## src/design/hdlc_byte_stuff_framer_unit_assert.svh

```systemverilog
// Assertion macros for the HDLC byte-stuffing framer.
// Included by the top level; no other dependencies.
`ifndef HDLC_BYTE_STUFF_FRAMER_UNIT_ASSERT_SVH
`define HDLC_BYTE_STUFF_FRAMER_UNIT_ASSERT_SVH
`ifndef ASSERT_OFF
`define HBSF_ASSERT_IMP(lbl, clk, rst, a, b) \
   lbl: assert property (@(posedge clk) disable iff (rst) (a) |-> (b)) \
      else $error("%m: same-cycle implication violated");
`define HBSF_ASSERT_NXT(lbl, clk, rst, a, b) \
   lbl: assert property (@(posedge clk) disable iff (rst) (a) |=> (b)) \
      else $error("%m: next-cycle implication violated");
`else
`define HBSF_ASSERT_IMP(lbl, clk, rst, a, b)
`define HBSF_ASSERT_NXT(lbl, clk, rst, a, b)
`endif
`endif

```

## src/design/hdlcbs_pkg.sv

```systemverilog
// Shared types, constants and CRC function for the HDLC byte-stuffing framer.
// No dependencies.
package hdlcbs_pkg;

   localparam logic [7:0] FLAG_BYTE = 8'h7E;
   localparam logic [7:0] ESC_BYTE  = 8'h7D;
   localparam logic [7:0] ESC_XOR   = 8'h20;   // 7D -> 5D, 7E -> 5E
   localparam logic [15:0] POLY_REFL = 16'h8408;
   localparam logic [15:0] POLY_NORM = 16'h1021;

   localparam int QUEUE_DEPTH = 4;
   localparam int QPTR_W      = $clog2(QUEUE_DEPTH);

   // Register indexes
   localparam logic [1:0] REG_STUFF_ENABLE  = 2'd0;
   localparam logic [1:0] REG_CRC_INIT      = 2'd1;
   localparam logic [1:0] REG_CRC_XOR_OUT   = 2'd2;
   localparam logic [1:0] REG_CRC_REFLECTED = 2'd3;

   typedef struct packed {
      logic        stuff_enable;
      logic [15:0] crc_init;
      logic [15:0] crc_xor_out;
      logic        crc_reflected;
   } cfg_type;

   // One classified request, ready for output sequencing
   typedef struct packed {
      logic        open;
      logic        has_data;
      logic        last;
      logic [7:0]  data;
      logic [15:0] fcs;
   } entry_type;

   typedef struct packed {
      logic push;
      logic in_frame;
   } front_status_type;

   function automatic logic [15:0] crc_update(input logic [15:0] crc_i,
                                              input logic [7:0] b,
                                              input logic reflected);
      logic [15:0] c;
      c = crc_i;
      if (reflected) begin
         c = c ^ {8'h00, b};
         for (int i = 0; i < 8; i++) begin
            c = c[0] ? ((c >> 1) ^ POLY_REFL) : (c >> 1);
         end
      end else begin
         c = c ^ {b, 8'h00};
         for (int i = 0; i < 8; i++) begin
            c = c[15] ? ((c << 1) ^ POLY_NORM) : (c << 1);
         end
      end
      return c;
   endfunction

endpackage

```

## src/design/hdlc_byte_stuff_framer_unit.sv

```systemverilog
// HDLC byte-stuffing framer with CRC-16 FCS; front end, entry queue, back end.
// Requests pass through the entry queue and the back-end sequencer to a registered response.
// One response byte per cycle from the sequencer unless rsp_tready stalls it; a request
// with bytes gives 1 to 8 bytes (flag, data, escapes, FCS, flag), an idle one none.
// Reset (synchronous, active high) closes any frame, empties the queue and
// restores register defaults.
`include "hdlc_byte_stuff_framer_unit_assert.svh"
module hdlc_byte_stuff_framer_unit (
   input  logic        clock,
   input  logic        reset,
   input  logic        req_tvalid,
   output logic        req_tready,
   input  logic [7:0]  req_tdata,   // [7:0] data_byte
   input  logic        req_tuser,   // [0] has_data
   input  logic        req_tlast,   // last_byte
   output logic        rsp_tvalid,
   input  logic        rsp_tready,
   output logic [7:0]  rsp_tdata,   // [7:0] out_byte
   output logic        rsp_tuser,   // [0] frame_end
   output logic        rsp_tlast,   // run_last
   input  logic        csr_wr_en,
   input  logic [1:0]  csr_index,
   input  logic [15:0] csr_wr_data
);
   import hdlcbs_pkg::*;

   cfg_type          cfg_ff, cfg_in;
   entry_type        push_entry, q_head;
   front_status_type front_status;
   logic             q_full, q_not_empty, q_pop;

   // register writes
   always_comb begin
      cfg_in = cfg_ff;
      if (csr_wr_en) begin
         case (csr_index)
            REG_STUFF_ENABLE:  cfg_in.stuff_enable  = csr_wr_data[0];
            REG_CRC_INIT:      cfg_in.crc_init      = csr_wr_data;
            REG_CRC_XOR_OUT:   cfg_in.crc_xor_out   = csr_wr_data;
            REG_CRC_REFLECTED: cfg_in.crc_reflected = csr_wr_data[0];
            default:           cfg_in = cfg_ff;
         endcase
      end
   end

   always_ff @(posedge clock) begin
      if (reset) begin
         cfg_ff.stuff_enable  <= 1'b1;
         cfg_ff.crc_init      <= 16'hFFFF;
         cfg_ff.crc_xor_out   <= 16'hFFFF;
         cfg_ff.crc_reflected <= 1'b1;
      end else begin
         cfg_ff <= cfg_in;
      end
   end

   hdlcbs_front u_front (
      .clock        (clock),
      .reset        (reset),
      .cfg          (cfg_ff),
      .req_valid    (req_tvalid),
      .req_data     (req_tdata),
      .req_has_data (req_tuser),
      .req_last     (req_tlast),
      .q_full       (q_full),
      .req_ready    (req_tready),
      .q_entry      (push_entry),
      .status       (front_status)
   );

   hdlcbs_queue u_queue (
      .clock      (clock),
      .reset      (reset),
      .push       (front_status.push),
      .push_entry (push_entry),
      .pop        (q_pop),
      .head       (q_head),
      .not_empty  (q_not_empty),
      .full       (q_full)
   );

   hdlcbs_back u_back (
      .clock         (clock),
      .reset         (reset),
      .cfg           (cfg_ff),
      .q_head        (q_head),
      .q_not_empty   (q_not_empty),
      .q_pop         (q_pop),
      .rsp_valid     (rsp_tvalid),
      .rsp_ready     (rsp_tready),
      .rsp_byte      (rsp_tdata),
      .rsp_run_last  (rsp_tlast),
      .rsp_frame_end (rsp_tuser)
   );

   // closing flag ends the run and is the flag byte
   `HBSF_ASSERT_IMP(a_end_is_last, clock, reset, rsp_tvalid && rsp_tuser, rsp_tlast)
   `HBSF_ASSERT_IMP(a_end_is_flag, clock, reset, rsp_tvalid && rsp_tuser,
                    rsp_tdata == FLAG_BYTE)
   // queue never takes an entry when full
   `HBSF_ASSERT_IMP(a_no_overflow, clock, reset, front_status.push, !q_full)
   // a closing request leaves the frame closed
   `HBSF_ASSERT_NXT(a_close_frame, clock, reset,
                    front_status.push && req_tlast, !front_status.in_frame)

endmodule

```

## src/design/hdlcbs_front.sv

```systemverilog
// Front end: accepts requests, tracks frame state and running CRC, and
// pushes classified entries into the queue. Depends on hdlcbs_pkg.
module hdlcbs_front (
   input  logic                          clock,
   input  logic                          reset,
   input  hdlcbs_pkg::cfg_type           cfg,
   input  logic                          req_valid,
   input  logic [7:0]                    req_data,
   input  logic                          req_has_data,
   input  logic                          req_last,
   input  logic                          q_full,
   output logic                          req_ready,
   output hdlcbs_pkg::entry_type         q_entry,
   output hdlcbs_pkg::front_status_type  status
);
   import hdlcbs_pkg::*;

   logic        in_frame_ff, in_frame_in;
   logic [15:0] crc_ff, crc_in;
   logic [15:0] crc_start;
   logic [15:0] crc_new;
   logic        push;

   assign req_ready = !q_full;
   // idle requests are taken and dropped
   assign push = req_valid && req_ready && (req_has_data || req_last);

   // fold payload byte into the CRC, restarting at frame open
   always_comb begin
      crc_start = in_frame_ff ? crc_ff : cfg.crc_init;
      crc_new   = req_has_data ? crc_update(crc_start, req_data, cfg.crc_reflected)
                               : crc_start;
      q_entry.open     = !in_frame_ff;
      q_entry.has_data = req_has_data;
      q_entry.last     = req_last;
      q_entry.data     = req_data;
      q_entry.fcs      = crc_new ^ cfg.crc_xor_out;
      in_frame_in      = in_frame_ff;
      crc_in           = crc_ff;
      if (push) begin
         in_frame_in = !req_last;
         crc_in      = crc_new;
      end
   end

   always_ff @(posedge clock) begin
      if (reset) begin
         in_frame_ff <= 1'b0;
      end else begin
         in_frame_ff <= in_frame_in;
      end
      crc_ff <= crc_in;
   end

   assign status.push     = push;
   assign status.in_frame = in_frame_ff;

endmodule

```

## src/design/hdlcbs_queue.sv

```systemverilog
// Short FIFO of classified entries between front and back end.
// Depends on hdlcbs_pkg.
module hdlcbs_queue (
   input  logic                   clock,
   input  logic                   reset,
   input  logic                   push,
   input  hdlcbs_pkg::entry_type  push_entry,
   input  logic                   pop,
   output hdlcbs_pkg::entry_type  head,
   output logic                   not_empty,
   output logic                   full
);
   import hdlcbs_pkg::*;

   entry_type               mem_ff [QUEUE_DEPTH];
   logic [QPTR_W-1:0]       wr_ptr_ff, wr_ptr_in;
   logic [QPTR_W-1:0]       rd_ptr_ff, rd_ptr_in;
   logic [QPTR_W:0]         count_ff, count_in;

   assign head      = mem_ff[rd_ptr_ff];
   assign not_empty = (count_ff != '0);
   assign full      = (count_ff == (QPTR_W+1)'(QUEUE_DEPTH));

   // advance pointers and occupancy
   always_comb begin
      wr_ptr_in = push ? wr_ptr_ff + 1'b1 : wr_ptr_ff;
      rd_ptr_in = pop  ? rd_ptr_ff + 1'b1 : rd_ptr_ff;
      count_in  = count_ff;
      if (push && !pop) begin
         count_in = count_ff + 1'b1;
      end else if (pop && !push) begin
         count_in = count_ff - 1'b1;
      end
   end

   always_ff @(posedge clock) begin
      if (reset) begin
         wr_ptr_ff <= '0;
         rd_ptr_ff <= '0;
         count_ff  <= '0;
      end else begin
         wr_ptr_ff <= wr_ptr_in;
         rd_ptr_ff <= rd_ptr_in;
         count_ff  <= count_in;
      end
   end

   // store entry
   always_ff @(posedge clock) begin
      if (push) begin
         mem_ff[wr_ptr_ff] <= push_entry;
      end
   end

endmodule

```

## src/design/hdlcbs_back.sv

```systemverilog
// Back end: walks each queued entry through the phases it needs (flag, payload,
// FCS, closing flag), escapes bytes, and drives the registered response. Depends on hdlcbs_pkg.
module hdlcbs_back (
   input  logic                   clock,
   input  logic                   reset,
   input  hdlcbs_pkg::cfg_type    cfg,
   input  hdlcbs_pkg::entry_type  q_head,
   input  logic                   q_not_empty,
   output logic                   q_pop,
   output logic                   rsp_valid,
   input  logic                   rsp_ready,
   output logic [7:0]             rsp_byte,
   output logic                   rsp_run_last,
   output logic                   rsp_frame_end
);
   import hdlcbs_pkg::*;

   typedef enum logic [2:0] {
      PH_IDLE, PH_OPEN, PH_DATA, PH_FCS_LO, PH_FCS_HI, PH_CLOSE
   } phase_type;

   phase_type   phase_ff, phase_in, phase_next, phase_start;
   entry_type   cur_ff, cur_in;
   logic        esc_ff, esc_in;
   logic [7:0]  esc_val_ff, esc_val_in;
   logic        valid_ff, valid_in;
   logic [7:0]  byte_ff, byte_in;
   logic        last_ff, last_in;
   logic        end_ff, end_in;

   logic [7:0]  value;
   logic [7:0]  out_b;
   logic        set_esc;
   logic        finish;
   logic        produce;

   // phase that follows the current one for this entry
   always_comb begin
      case (phase_ff)
         PH_OPEN:   phase_next = cur_ff.has_data ? PH_DATA : PH_FCS_LO;
         PH_DATA:   phase_next = cur_ff.last ? PH_FCS_LO : PH_IDLE;
         PH_FCS_LO: phase_next = PH_FCS_HI;
         PH_FCS_HI: phase_next = PH_CLOSE;
         default:   phase_next = PH_IDLE;
      endcase
      if (q_head.open) begin
         phase_start = PH_OPEN;
      end else if (q_head.has_data) begin
         phase_start = PH_DATA;
      end else begin
         phase_start = PH_FCS_LO;
      end
   end

   // pick the byte for this phase and escape it if needed
   always_comb begin
      case (phase_ff)
         PH_DATA:   value = cur_ff.data;
         PH_FCS_LO: value = cur_ff.fcs[7:0];
         default:   value = cur_ff.fcs[15:8];
      endcase
      set_esc = 1'b0;
      if (esc_ff) begin
         out_b = esc_val_ff;
      end else if (phase_ff inside {PH_OPEN, PH_CLOSE}) begin
         out_b = FLAG_BYTE;
      end else if (cfg.stuff_enable && (value inside {ESC_BYTE, FLAG_BYTE})) begin
         out_b   = ESC_BYTE;
         set_esc = 1'b1;
      end else begin
         out_b = value;
      end
      finish  = !set_esc && (phase_next == PH_IDLE);
      produce = (phase_ff != PH_IDLE) && (!valid_ff || rsp_ready);
      q_pop   = q_not_empty && ((phase_ff == PH_IDLE) || (produce && finish));
   end

   // sequencer and output register next values
   always_comb begin
      phase_in   = phase_ff;
      cur_in     = cur_ff;
      esc_in     = esc_ff;
      esc_val_in = esc_val_ff;
      valid_in   = rsp_ready ? 1'b0 : valid_ff;
      byte_in    = byte_ff;
      last_in    = last_ff;
      end_in     = end_ff;
      if (produce) begin
         valid_in = 1'b1;
         byte_in  = out_b;
         last_in  = finish;
         end_in   = (phase_ff == PH_CLOSE) && !esc_ff;
         if (set_esc) begin
            esc_in     = 1'b1;
            esc_val_in = value ^ ESC_XOR;
         end else begin
            esc_in   = 1'b0;
            phase_in = phase_next;
         end
      end
      if (q_pop) begin
         cur_in   = q_head;
         phase_in = phase_start;
         esc_in   = 1'b0;
      end
   end

   always_ff @(posedge clock) begin
      if (reset) begin
         phase_ff <= PH_IDLE;
         esc_ff   <= 1'b0;
         valid_ff <= 1'b0;
      end else begin
         phase_ff <= phase_in;
         esc_ff   <= esc_in;
         valid_ff <= valid_in;
      end
      cur_ff     <= cur_in;
      esc_val_ff <= esc_val_in;
      byte_ff    <= byte_in;
      last_ff    <= last_in;
      end_ff     <= end_in;
   end

   assign rsp_valid     = valid_ff;
   assign rsp_byte      = byte_ff;
   assign rsp_run_last  = last_ff;
   assign rsp_frame_end = end_ff;

endmodule
```

## config.mk

```make
export PLATFORM = sky130hd
export DESIGN_NAME = hdlc_byte_stuff_framer_unit
export DESIGN_NICKNAME = d
export VERILOG_FILES = /design/src/design/hdlcbs_pkg.sv /design/src/design/hdlc_byte_stuff_framer_unit.sv /design/src/design/hdlcbs_front.sv /design/src/design/hdlcbs_queue.sv /design/src/design/hdlcbs_back.sv
export VERILOG_INCLUDE_DIRS = /design/src /design/src/design
export SDC_FILE = /design/constraint.sdc
export NUM_CORES = 1
export LEC_CHECK = 0
export ABC_AREA = 1
export BUFFER_PORTS_ARGS = -buffer_cell sky130_fd_sc_hd__buf_2
export CORE_MARGIN = 1.5
export CORE_UTILIZATION = 40
export CTS_CLUSTER_DIAMETER = 80
export DETAILED_ROUTE_END_ITERATION = 10
export MAX_ROUTING_LAYER = met4
export PLACE_DENSITY_LB_ADDON = 0.08
export SYNTH_ARGS = -nofsm -noshare
export SYNTH_HDL_FRONTEND = slang
export SYNTH_SLANG_ARGS = --single-unit
```

## constraint.sdc

```tcl
create_clock -name clock -period 8.4 [get_ports clock]
set_input_delay 0.42 -clock clock [delete_from_list [all_inputs] [get_ports clock]]
set_output_delay 0.42 -clock clock [all_outputs]
set_load 0.02 [all_outputs]
```

* Word level (Yosys, flattened, before mapping)
Memory sizes are Yosys's and may differ from the RTL's. A register that Yosys moved wholly into a read port is not among the register bits.
Index checks and enable logic that the tools add are counted.
** Storage, ports and cells
- Register bits after elaboration :: 107
- Output and inout bits :: 12
- RAM bits :: 108
- Memories kept :: 1
** Memory list
- u_queue.mem_ff :: depth 4, bits a word 27, rd ports 1, clocked after memory_dff 1, wr ports 1, line hdlcbs_queue.sv:15 : entry_type mem_ff [QUEUE_DEPTH];
** Cells by class
- Reduce and logical (&&, ||, !) cells :: 38
- Equal/unequal tests :: 12
- Mux-type cells :: 43
- Add/sub/neg operators :: 4
- Bitwise operators :: 20
** Operators by type and width (number)
- $mux W16 :: 11
- $mux W13 :: 8
- $xor A16 B16 Y16 :: 2
- $mux W8 :: 3
- $not A2 Y3 :: 8
- $not A3 Y3 :: 8
- $mux W3 :: 6
- $eq A8 B7 Y1 const B :: 2
- $pmux W8 S2 :: 1
- $xor A16 B8 Y16 :: 1
- $pmux W3 S4 :: 1
- $reduce_and A2 Y1 :: 6
- $logic_and A1 B1 Y1 :: 10
- $mux W1 :: 10
- $reduce_bool A2 Y1 :: 5
- $eq A3 B3 Y1 const B :: 3
- $logic_not A1 Y1 :: 8
- $eq A3 B2 Y1 const B :: 2
- $logic_not A3 Y1 :: 2
- $mux W2 :: 3
- $reduce_bool A3 Y1 :: 2
- $add A2 B1 Y2 const B :: 2
- $eq A2 B2 Y1 const B :: 2
- $add A3 B1 Y3 const B :: 1
- other kinds (8) :: 10

* Logic depth before layout (Yosys ltp)
Gate-level depths: netlist of the first run.
- Word-level depth :: 21
- Mapped depth :: 20
- Depth with buffers taken out :: 19

* Modules after synthesis
A second synthesis of the first run with hierarchy kept.
** Second synthesis, totals
- Cell total of the unflattened synthesis :: 1129
- Area total of the unflattened synthesis :: 10481.3 um^2
** Modules (own cells, without submodules)
- hdlcbs_queue :: cells an instance 320, instances 1, area an instance 4500.6 um^2
- hdlcbs_front :: cells an instance 472, instances 1, area an instance 2489.9 um^2
- hdlcbs_back :: cells an instance 178, instances 1, area an instance 2159.6 um^2
- hdlc_byte_stuff_framer_unit :: cells an instance 159, instances 1, area an instance 1331.3 um^2

* Least setup slack after synthesis of the first run
No wires, ideal clock.
- Path kind :: register to register
- From :: reg u_queue.count_ff[0]
- To :: mem u_queue.mem_ff[0][0] (netlist bit), enable pin
- Clock period less this slack :: 3.617 ns
- Arrival time :: 3.206 ns
- Library setup time :: 0.411 ns
- Setup slack :: 4.783 ns
- Cell stages (with the launch flop) :: 7
- Required time :: 7.989 ns
- Cell sequence :: dfxtp_1 -> nor2_1 -> nand2_1 -> nand2_1 -> a21oi_1 -> inv_1 -> nor2_1
** On the way
- Longest elaborated chain between the ends :: 6
** RTL lines
- start: declaration :: line hdlcbs_queue.sv:18 : logic [QPTR_W:0] count_ff, count_in;
- start signal: assignment :: line hdlcbs_queue.sv:44 : count_ff <= count_in;
- $eq A3 B3 Y1 :: line hdlcbs_queue.sv:22 : assign full = (count_ff == (QPTR_W+1)'(QUEUE_DEPTH));
- $logic_not A1 Y1 :: line hdlcbs_front.sv:24 : assign req_ready = !q_full;
- named net req_tready :: line hdlc_byte_stuff_framer_unit.sv:12 : output logic req_tready,
- $logic_and A1 B1 Y1 (2 in series) :: line hdlcbs_front.sv:26 : assign push = req_valid && req_ready && (req_has_data || req_last);
- named net u_front.push :: line hdlcbs_front.sv:22 : logic push;
- $mux W1 :: line hdlcbs_queue.sv:50 : if (push) begin
- $mux W1 (implied by the code) :: line hdlcbs_queue.sv:51 : mem_ff[wr_ptr_ff] <= push_entry;
- end: declaration :: line hdlcbs_queue.sv:15
The timed path passes the listed nets, and every way through them passes these cells.

* Worst setup path after layout of the first run
- From :: reg u_back.phase_ff[1]
- To :: reg u_queue.count_ff[2]
** On the way
- Longest elaborated chain between the ends :: 16
- Elaborated cells between the ends (all ways) :: 29
** RTL lines
- start: declaration :: line hdlcbs_back.sv:22 : phase_type phase_ff, phase_in, phase_next, phase_start;
- start signal: assignment :: line hdlcbs_back.sv:114 : phase_ff <= phase_in;
- $eq A3 B2 Y1 :: line hdlcbs_back.sv:57 : case (phase_ff)
- $pmux W8 S2 (*) :: line hdlcbs_back.sv:57
- named net u_back.value[3] :: line hdlcbs_back.sv:31 : logic [7:0] value;
- $eq A8 B7 Y1 :: line hdlcbs_back.sv:67 : end else if (cfg.stuff_enable && (value inside {ESC_BYTE, FLAG_BYTE})) begin
- $reduce_bool A2 Y1 (*) :: line hdlcbs_back.sv:67
- $logic_and A1 B1 Y1 (*) :: line hdlcbs_back.sv:67
- $mux W1 (*) :: line hdlcbs_back.sv:67
- $mux W1 (*) :: line hdlcbs_back.sv:65 : end else if (phase_ff inside {PH_OPEN, PH_CLOSE}) begin
- [2 not listed]
- $logic_and A1 B1 Y1 (*) :: line hdlcbs_back.sv:73 : finish = !set_esc && (phase_next == PH_IDLE);
- $logic_and A1 B1 Y1 (*) :: line hdlcbs_back.sv:75 : q_pop = q_not_empty && ((phase_ff == PH_IDLE) || (produce && finish));
- $logic_or A1 B1 Y1 (*) :: line hdlcbs_back.sv:75
- $logic_and A1 B1 Y1 (*) :: line hdlcbs_back.sv:75
- named net q_pop :: line hdlc_byte_stuff_framer_unit.sv:30 : logic q_full, q_not_empty, q_pop;
- $logic_not A1 Y1 :: line hdlcbs_queue.sv:29 : if (push && !pop) begin
- $logic_and A1 B1 Y1 :: line hdlcbs_queue.sv:29
- $mux W3 or $reduce_bool A2 Y1 (tied branches)
Mark *: on every way through the listed nets, which the timed path passes. The rest lies on a longest branch.
A chain may end at the register's enable or synchronous reset.

==> results.sh, run 1 <==
export IMPL_maxSlewHeadroom_pct=20.51
export IMPL_ff2ff_path_depth=17
export IMPL_ctsHoldBuffers=0
export IMPL_final_hold_violation_count=0
export IMPL_synth_edf_count=168
export IMPL_syn_nets=993
export IMPL_arrival_ns=3.93
export IMPL_power_density_nw_per_um2=331.4
export IMPL_synth_cell_types=46
export IMPL_gp_congestion=0.8176
export IMPL_synth_area_sq_um=9747
export IMPL_drv_cap=0
export IMPL_synthTopCellsByArea="edfxtp_1, dfxtp_1, nand2_1"
export IMPL_drive_gt1_share_pct=15.08
export IMPL_hp_class="primary input to flip-flop"
export IMPL_synthMuxAreaShare_pct=0
export IMPL_nets=1042
export IMPL_yosys_area_share_adder_pct=0.8472
export IMPL_min_period_ns=3.531
export IMPL_min_delay_start="csr_wr_data[7]"
export IMPL_drtIter0Drc=383
export IMPL_clk_path_buf_depth=3
export IMPL_drt_wl_total_um=22340
export IMPL_endpoint_kind="flip-flop"
export IMPL_yosys_area_top_type_share_pct=51.76
export IMPL_fmax_mhz=283.2
export IMPL_clk_transition_reported_paths_ns=0.06
export IMPL_synth_main_ff_cell="edfxtp_1"
export IMPL_core_sq_um=23680
export IMPL_syn_inst=954
export IMPL_initial_core_util_pct=41.16
export IMPL_cts_sinks=217
export IMPL_drv_slew=0
export IMPL_min_to="cfg_ff[24]$_SDFFE_PP1P_"
export IMPL_postLayoutCoreUtil_pct=47.07
export IMPL_p_leak_nw=4.510
export IMPL_drcViolationCount=0
export IMPL_critical_path_class="flip-flop to flip-flop"
export IMPL_clock_latency_ns=0.52
export IMPL_cts_setup_buffers=0
export IMPL_async_flop_share_pct=0
export IMPL_rrSetupSlack_ns=4.87
export IMPL_multi_input_area_sq_um=3243
export IMPL_io_buffers=44
export IMPL_nFillCells=2333
export IMPL_avgRoutedWirePerCell_um=16.67
export IMPL_setup_viol=0
export IMPL_path_max_fanout=32
export IMPL_grt_antenna_before_repair=0
export IMPL_cts_inserted_buffers=24
export IMPL_tns_ns=0
export IMPL_viasPerCell=4.930
export IMPL_synth_seq_area_share_pct=61.82
export IMPL_yosysTopAreaCell="edfxtp_1"
export IMPL_n_antenna_cell=0
export IMPL_worstSetupStartpointType="flip-flop"
export IMPL_reg2reg_from="u_back.phase_ff[1]$_SDFFE_PP0P_"
export IMPL_cts_resized=0
export IMPL_ioPinCount=45
export IMPL_seqCellArea_sq_um=6026
export IMPL_vias=6606
export IMPL_ys_top_cells_by_count="nand2_1, edfxtp_1, nor2_1"
export IMPL_cts_root_buf="clkbuf_16"
export IMPL_worstPathCellList="inv_1 > nor2_1 > nand3_1 > nand3_1 > nand3_1 > nor2_1 > nand3_2 > nand3_1 > nand2_2 > inv_2 > ha_1 > inv_1 > fa_1 > a21oi_1 > o21ai_0 > o21ai_0 > a21oi_1"
export IMPL_ys_seq_elements=217
export IMPL_hold_depth=3
export IMPL_critPathTopFamily="simple AND/OR/NAND/NOR gates"
export IMPL_grt_pass1_vias=6455
export IMPL_yosysMostFrequentCell="nand2_1"
export IMPL_grt_max_degree=56
export IMPL_dieArea_sq_um=25310
export IMPL_crit_top_cell="nand3_1"
export IMPL_syn2layout_area_growth_pct=14.36
export IMPL_fin_worst_skew_ns=0.006022
export IMPL_die_h_um=159.1
export IMPL_ant_nets=0
export IMPL_synthXorXnorAreaFrac_pct=4.519
export IMPL_status="finished, final reports clean"
export IMPL_synth_compound_area_share_pct=9.332
export IMPL_grt_pass1_wl_um=35800
export IMPL_yosys_warnings=0
export IMPL_grt_remaining_overflow=0
export IMPL_synth_area_per_cell_sq_um=10.22
export IMPL_htree_levels=1
export IMPL_worstMarginPinSlew_ns=1.183
export IMPL_critPathRequiredTime_ns=8.80
export IMPL_holdWs_ns=0.1267
export IMPL_rsz0062_at_grt="false"
export IMPL_synth_top_family_by_area="simple AND/OR/NAND/NOR gates"
export IMPL_row_count=56
export IMPL_grt_usage_pct=18.53
export IMPL_synth_simple_area_share_pct=18.33
export IMPL_vdd_drop_max_uv=143.6
export IMPL_post_route_period_util_pct=42.03
export IMPL_fp_dieW_um=159.1
export IMPL_crit_path_top_delay_cell="dfxtp_1"
export IMPL_cts_tree="built"
export IMPL_dp_hpwl_um=15170
export IMPL_cpPeakStageDelay_ns=0.53
export IMPL_first_pass_iters=5
export IMPL_path_buf_inv=3
export IMPL_rr_endpoint="u_queue.count_ff[2]$_SDFFE_PP0P_"
## power breakdown
part	total [W]	internal [W]	switching (W)
logic	0.00107	0.000315	0.000758
registers	0.00155	0.00147	0.0000840
clock network	0.00107	0.000650	0.000418
## worst reg2reg max path: stages (launching register included)
cell,delay (ns)
dfxtp_1,0.53
inv_1,0.07
nor2_1,0.22
nand3_1,0.12
nand3_1,0.15
nand3_1,0.12
nor2_1,0.14
nand3_2,0.12
nand3_1,0.14
nand2_2,0.41
inv_2,0.26
ha_1,0.17
inv_1,0.07
fa_1,0.43
a21oi_1,0.14
o21ai_0,0.11
o21ai_0,0.16
a21oi_1,0.05
## through the flow
stage / area, sq um / std cells / setup WS (ns) / power, W
2_1_floorplan: 9747 / 954 / 4.783 / 0.002318
3_3_place_gp: 10330 / 1296 / 4.955 / 0.002662
3_5_place_dp: 10330 / 1296 / 4.906 / 0.002662
4_1_cts: 11150 / 1340 / 4.887 / 0.003736
5_1_grt: 11150 / 1340 / 4.456 / 0.003922
6_report: 11150 / 1340 / 4.869 / 0.003694
## kinds of logic after synthesis
group	Yosys count
fa+ha+maj	6
compound gates	152
buf+inv	124
simple gates	415
flops	217
xor+xnor	40
## cell type report
type                    count  area share (%)
multi-input cells         613           29.09
clock inverters            10          0.9990
clock buffers              34           6.364
well taps                 319           3.581
inverters                  90           3.053
repair buffers             57           2.851
flip-flops and latches    217           54.06
## layer usage
layer | vias up | GRT usage [%] | part of all wire (%) | routed length [um]
li1 | 3338 | - | - | -
met1 | 3131 | 23.89 | 47 | 10440
met2 | 110 | 31.20 | 48 | 10790
met3 | 27 | 2.527 | 3.2 | 719
met4 | 0 | 3.945 | 1.8 | 393
met5 | - | - | 0 | 0
## worst max path at each step
stage                     slack, ns                              from  cells after the start                                to
after floorplan                4.78  u_queue.count_ff[0]$_SDFFE_PP0P_                      6    u_queue.mem_ff[0][0]$_DFFE_PP_
after global placement         4.96   u_back.phase_ff[1]$_SDFFE_PP0P_                     17  u_queue.count_ff[2]$_SDFFE_PP0P_
after detailed placement       4.91   u_back.phase_ff[1]$_SDFFE_PP0P_                     17  u_queue.count_ff[2]$_SDFFE_PP0P_
after CTS                      4.89   u_back.phase_ff[1]$_SDFFE_PP0P_                     17  u_queue.count_ff[2]$_SDFFE_PP0P_
after global routing           4.46   u_back.phase_ff[1]$_SDFFE_PP0P_                     17  u_queue.count_ff[2]$_SDFFE_PP0P_
final                          4.87   u_back.phase_ff[1]$_SDFFE_PP0P_                     17  u_queue.count_ff[2]$_SDFFE_PP0P_
## placed cells by master (no fill, tap or decap), types with 6 or more instances in the layout
master,count
a21oi_1,15
buf_2,44
buf_4,13
clkbuf_16,25
clkinv_1,6
dfxtp_1,49
edfxtp_1,168
inv_1,78
inv_2,8
nand2_1,224
nand2_2,13
nand3_1,63
nor2_1,80
nor3_1,7
o211ai_1,15
o21ai_0,72
o21ai_2,8
o22ai_1,26
xor2_1,26
## state kept, by name, summed over array words and instances (netlist names), named ones only
signal                cells
u_back.esc_val_ff         8
u_front.in_frame_ff       1
u_back.rsp_run_last       1
u_front.crc_ff           16
u_back.cur_ff            26
cfg_ff                   34
u_queue.mem_ff          108
u_queue.count_ff          3
u_back.phase_ff           3
u_back.rsp_valid          1
u_queue.rd_ptr_ff         2
u_queue.wr_ptr_ff         2
u_back.esc_ff             1
u_back.rsp_frame_end      1
u_back.rsp_byte           8
Power figures use the tool's default switching activity.
==> run 2: changes to the inputs <==
Settings changed: ABC_AREA 1 to 0.
Clock period 8.4 ns to 2.8 ns, I/O delays scaled along.
==> run 2 against run 1 <==
Compared with the run above:
- largest power group unchanged
- routed wire length shrank 4.4%
- die area shrank 1.8%
- largest cell class unchanged
- via count shrank 15%
- clock power grew to 2.8 times the previous value
- hold slack lost 0.10 ns
- first-iteration DRC count shrank 25%
- combinational power grew to 2.9 times the previous value
- sequential share of layout area shrank 2.0 points
- area after synthesis shrank 1.8%
- synthesized cell count shrank 30%
- count of clock-buffer cells in the layout grew 3
==> results.sh, run 2 <==
export IMPL_tns_ns=0
export IMPL_synth_top_family_by_area="multiplexers"
export IMPL_yosys_warnings=0
export IMPL_clk_transition_reported_paths_ns=0.06
export IMPL_yosysMostFrequentCell="edfxtp_1"
export IMPL_post_route_period_util_pct=98.66
export IMPL_endpoint_kind="flip-flop"
export IMPL_vias=5639
export IMPL_nets=814
export IMPL_arrival_ns=3.20
export IMPL_hp_class="primary input to flip-flop"
export IMPL_final_common_cell="edfxtp_1"
export IMPL_reg2reg_from="u_back.phase_ff[1]$_SDFFE_PP0P_"
export IMPL_fp_dieW_um=157.7
export IMPL_clock_latency_ns=0.51
export IMPL_syn_nets=703
export IMPL_drive_gt1_share_pct=24.21
export IMPL_synth_area_per_cell_sq_um=14.41
export IMPL_gp_congestion=0.8685
export IMPL_critPathRequiredTime_ns=3.24
export IMPL_synth_edf_count=168
export IMPL_path_max_fanout=9
export IMPL_initial_core_util_pct=40.76
export IMPL_yosys_area_share_adder_pct=0.8631
export IMPL_rsz0062_at_grt="true"
export IMPL_grt_pass1_vias=5943
export IMPL_synth_cell_types=71
export IMPL_first_pass_iters=5
export IMPL_drv_slew=0
export IMPL_p_leak_nw=4.292
export IMPL_fmax_mhz=362.0
export IMPL_min_delay_start="req_tuser"
export IMPL_status="finished, final reports clean"
export IMPL_dp_slack_ns=-0.09306
export IMPL_clk_path_buf_depth=3
export IMPL_cts_inserted_buffers=24
export IMPL_io_buffers=44
export IMPL_grt_usage_pct=18.50
export IMPL_ys_top_cells_by_count="edfxtp_1, nand2_1, dfxtp_1"
export IMPL_synth_compound_area_share_pct=4.799
export IMPL_synthMuxAreaShare_pct=12.20
export IMPL_grt_max_degree=35
export IMPL_avgRoutedWirePerCell_um=19.21
export IMPL_setup_viol=0
export IMPL_final_hold_violation_count=0
export IMPL_rrSetupSlack_ns=0.04
export IMPL_layout_common_cells="edfxtp_1, nand2_1, dfxtp_1"
export IMPL_drtIter0Drc=288
export IMPL_core_sq_um=23470
export IMPL_ff2ff_path_depth=13
export IMPL_synthTopCellsByArea="edfxtp_1, dfxtp_1, mux4_2"
export IMPL_fin_worst_skew_ns=0.005908
export IMPL_cts_sinks=217
export IMPL_min_period_ns=2.762
export IMPL_synth_main_ff_cell="edfxtp_1"
export IMPL_ys_seq_elements=217
export IMPL_syn2layout_area_growth_pct=21.09
export IMPL_htree_levels=1
export IMPL_worstSetupStartpointType="flip-flop"
export IMPL_drv_cap=0
export IMPL_regMostFlops="u_queue.mem_ff"
export IMPL_yosysTopAreaCell="edfxtp_1"
export IMPL_drcViolationCount=0
export IMPL_row_count=56
export IMPL_synth_simple_area_share_pct=8.866
export IMPL_synth_seq_area_share_pct=62.98
export IMPL_vdd_drop_max_uv=504.9
export IMPL_viasPerCell=5.071
export IMPL_largest_reg_flops=108
export IMPL_synthXorXnorAreaFrac_pct=7.729
export IMPL_dieArea_sq_um=24860
export IMPL_async_flop_share_pct=0
export IMPL_die_h_um=157.7
export IMPL_rr_endpoint="u_queue.count_ff[2]$_SDFFE_PP0P_"
export IMPL_ioPinCount=45
export IMPL_grt_antenna_before_repair=0
export IMPL_setup_ws_ns=0.03750
export IMPL_largest_registers="u_queue.mem_ff (108), cfg_ff (34), u_back.cur_ff (26)"
export IMPL_syn_inst=664
export IMPL_worstMarginPinSlew_ns=0.8125
export IMPL_power_density_nw_per_um2=922.8
export IMPL_grt_pass1_wl_um=33270
export IMPL_n_antenna_cell=0
export IMPL_critical_path_class="flip-flop to flip-flop"
export IMPL_grt_remaining_overflow=0
export IMPL_yosys_area_top_type_share_pct=52.73
export IMPL_maxSlewHeadroom_pct=45.67
export IMPL_min_to="u_queue.mem_ff[0][25]$_DFFE_PP_"
export IMPL_cts_root_buf="clkbuf_16"
export IMPL_dp_hpwl_um=14910
export IMPL_drt_wl_total_um=21360
export IMPL_cts_tree="built"
export IMPL_ant_nets=0
export IMPL_synth_area_sq_um=9568
export IMPL_hold_depth=1
[run 2: cell types whose count changed after synthesis, moves of 27 or more]
cell / delta
mux2i_1: +35
mux4_2: +27
nand2_1: -141
o21ai_0: -64
nor2_1: -63
nand3_1: -28
inv_1: -60
[run 2: report_power, final]
part | leakage (nW) | switching [W] | total (W) | internal [W]
combinational | 1.96 | 0.00173 | 0.00313 | 0.00140
clock | 0.376 | 0.00119 | 0.00300 | 0.00181
sequential | 1.96 | 0.000234 | 0.00456 | 0.00432
[run 2: metal layers]
layer  track usage, %  vias up  part of all wire, %
met1            23.07     2789                   44
li1                 -     2686                    -
met5                -        -                    0
met3            2.847       34                  3.9
met2            31.45      130                   50
met4            4.987        0                  2.4
[run 2: metrics by stage]
step	cells	cell area, sq um	utilization, %	hold slack (ns)	power, W
2_1_floorplan	664	9613	-	0.2183	0.006636
3_3_place_gp	1036	10430	44.45	0.3619	0.007555
3_5_place_dp	1036	10430	44.45	0.3724	0.007626
4_1_cts	1111	11530	49.12	0.005571	0.01076
5_1_grt	1112	11590	49.36	0.005781	0.01126
6_report	1112	11590	49.36	0.02701	0.01069
[run 2: worst max-delay path by stage]
stage	startpoint	to	slack [ns]	cells past startpoint
4_1_cts	u_back.phase_ff[0]$_SDFFE_PP0P_	u_queue.count_ff[2]$_SDFFE_PP0P_	0.002	13
3_5_place_dp	u_back.phase_ff[1]$_SDFFE_PP0P_	u_queue.count_ff[2]$_SDFFE_PP0P_	-0.09	12
2_1_floorplan	u_back.phase_ff[2]$_SDFFE_PP0P_	u_queue.count_ff[2]$_SDFFE_PP0P_	-0.17	15
5_1_grt	u_back.phase_ff[0]$_SDFFE_PP0P_	u_queue.count_ff[2]$_SDFFE_PP0P_	-0.08	13
6_report	u_back.phase_ff[1]$_SDFFE_PP0P_	u_queue.count_ff[2]$_SDFFE_PP0P_	0.04	13
3_3_place_gp	u_back.phase_ff[1]$_SDFFE_PP0P_	u_queue.count_ff[2]$_SDFFE_PP0P_	0.02	12
[run 2: layout make-up]
cell class	count	area (sq um)
Fill cell	2048	11890
Tap cell	319	399.1
Clock buffer	37	700.7
Clock inverter	7	58.81
Multi-Input combinational cell	394	3393
Inverter	20	75.07
Sequential cell	217	6032
Timing Repair Buffer	118	927.1
[run 2: critical path: stages, from the launching register on]
cell	delay [ns]
dfxtp_2	0.33
nor2b_4	0.15
buf_12	0.14
mux2_4	0.34
xor2_4	0.20
and4_4	0.26
nor2_4	0.04
inv_1	0.06
ha_2	0.18
inv_2	0.04
fa_2	0.34
xor2_1	0.16
or3_1	0.33
a21oi_2	0.12
[run 2: cells by family (layout without fill, tap and decap cells)]
kind of cell / Yosys count / count (layout)
AO/OA/AOI/OAI: 63 / 63
XOR/XNOR: 67 / 67
adder cells (fa/ha/maj): 6 / 6
buffers and inverters: 53 / 182
flip-flops: 217 / 217
multiplexers: 77 / 77
AND/OR/NAND/NOR: 181 / 181
[run 2: what timing repair did]
| action | CTS | global route |
|---|---|---|
| gates resized for setup | 5 | 7 |
| hold endpoints to repair | 72 | 0 |
| buffers inserted | 2 | 1 |
| hold buffers | 29 | 0 |
| endpoints found under the setup margin | 1 | 9 |
| pin swaps | 2 | 3 |
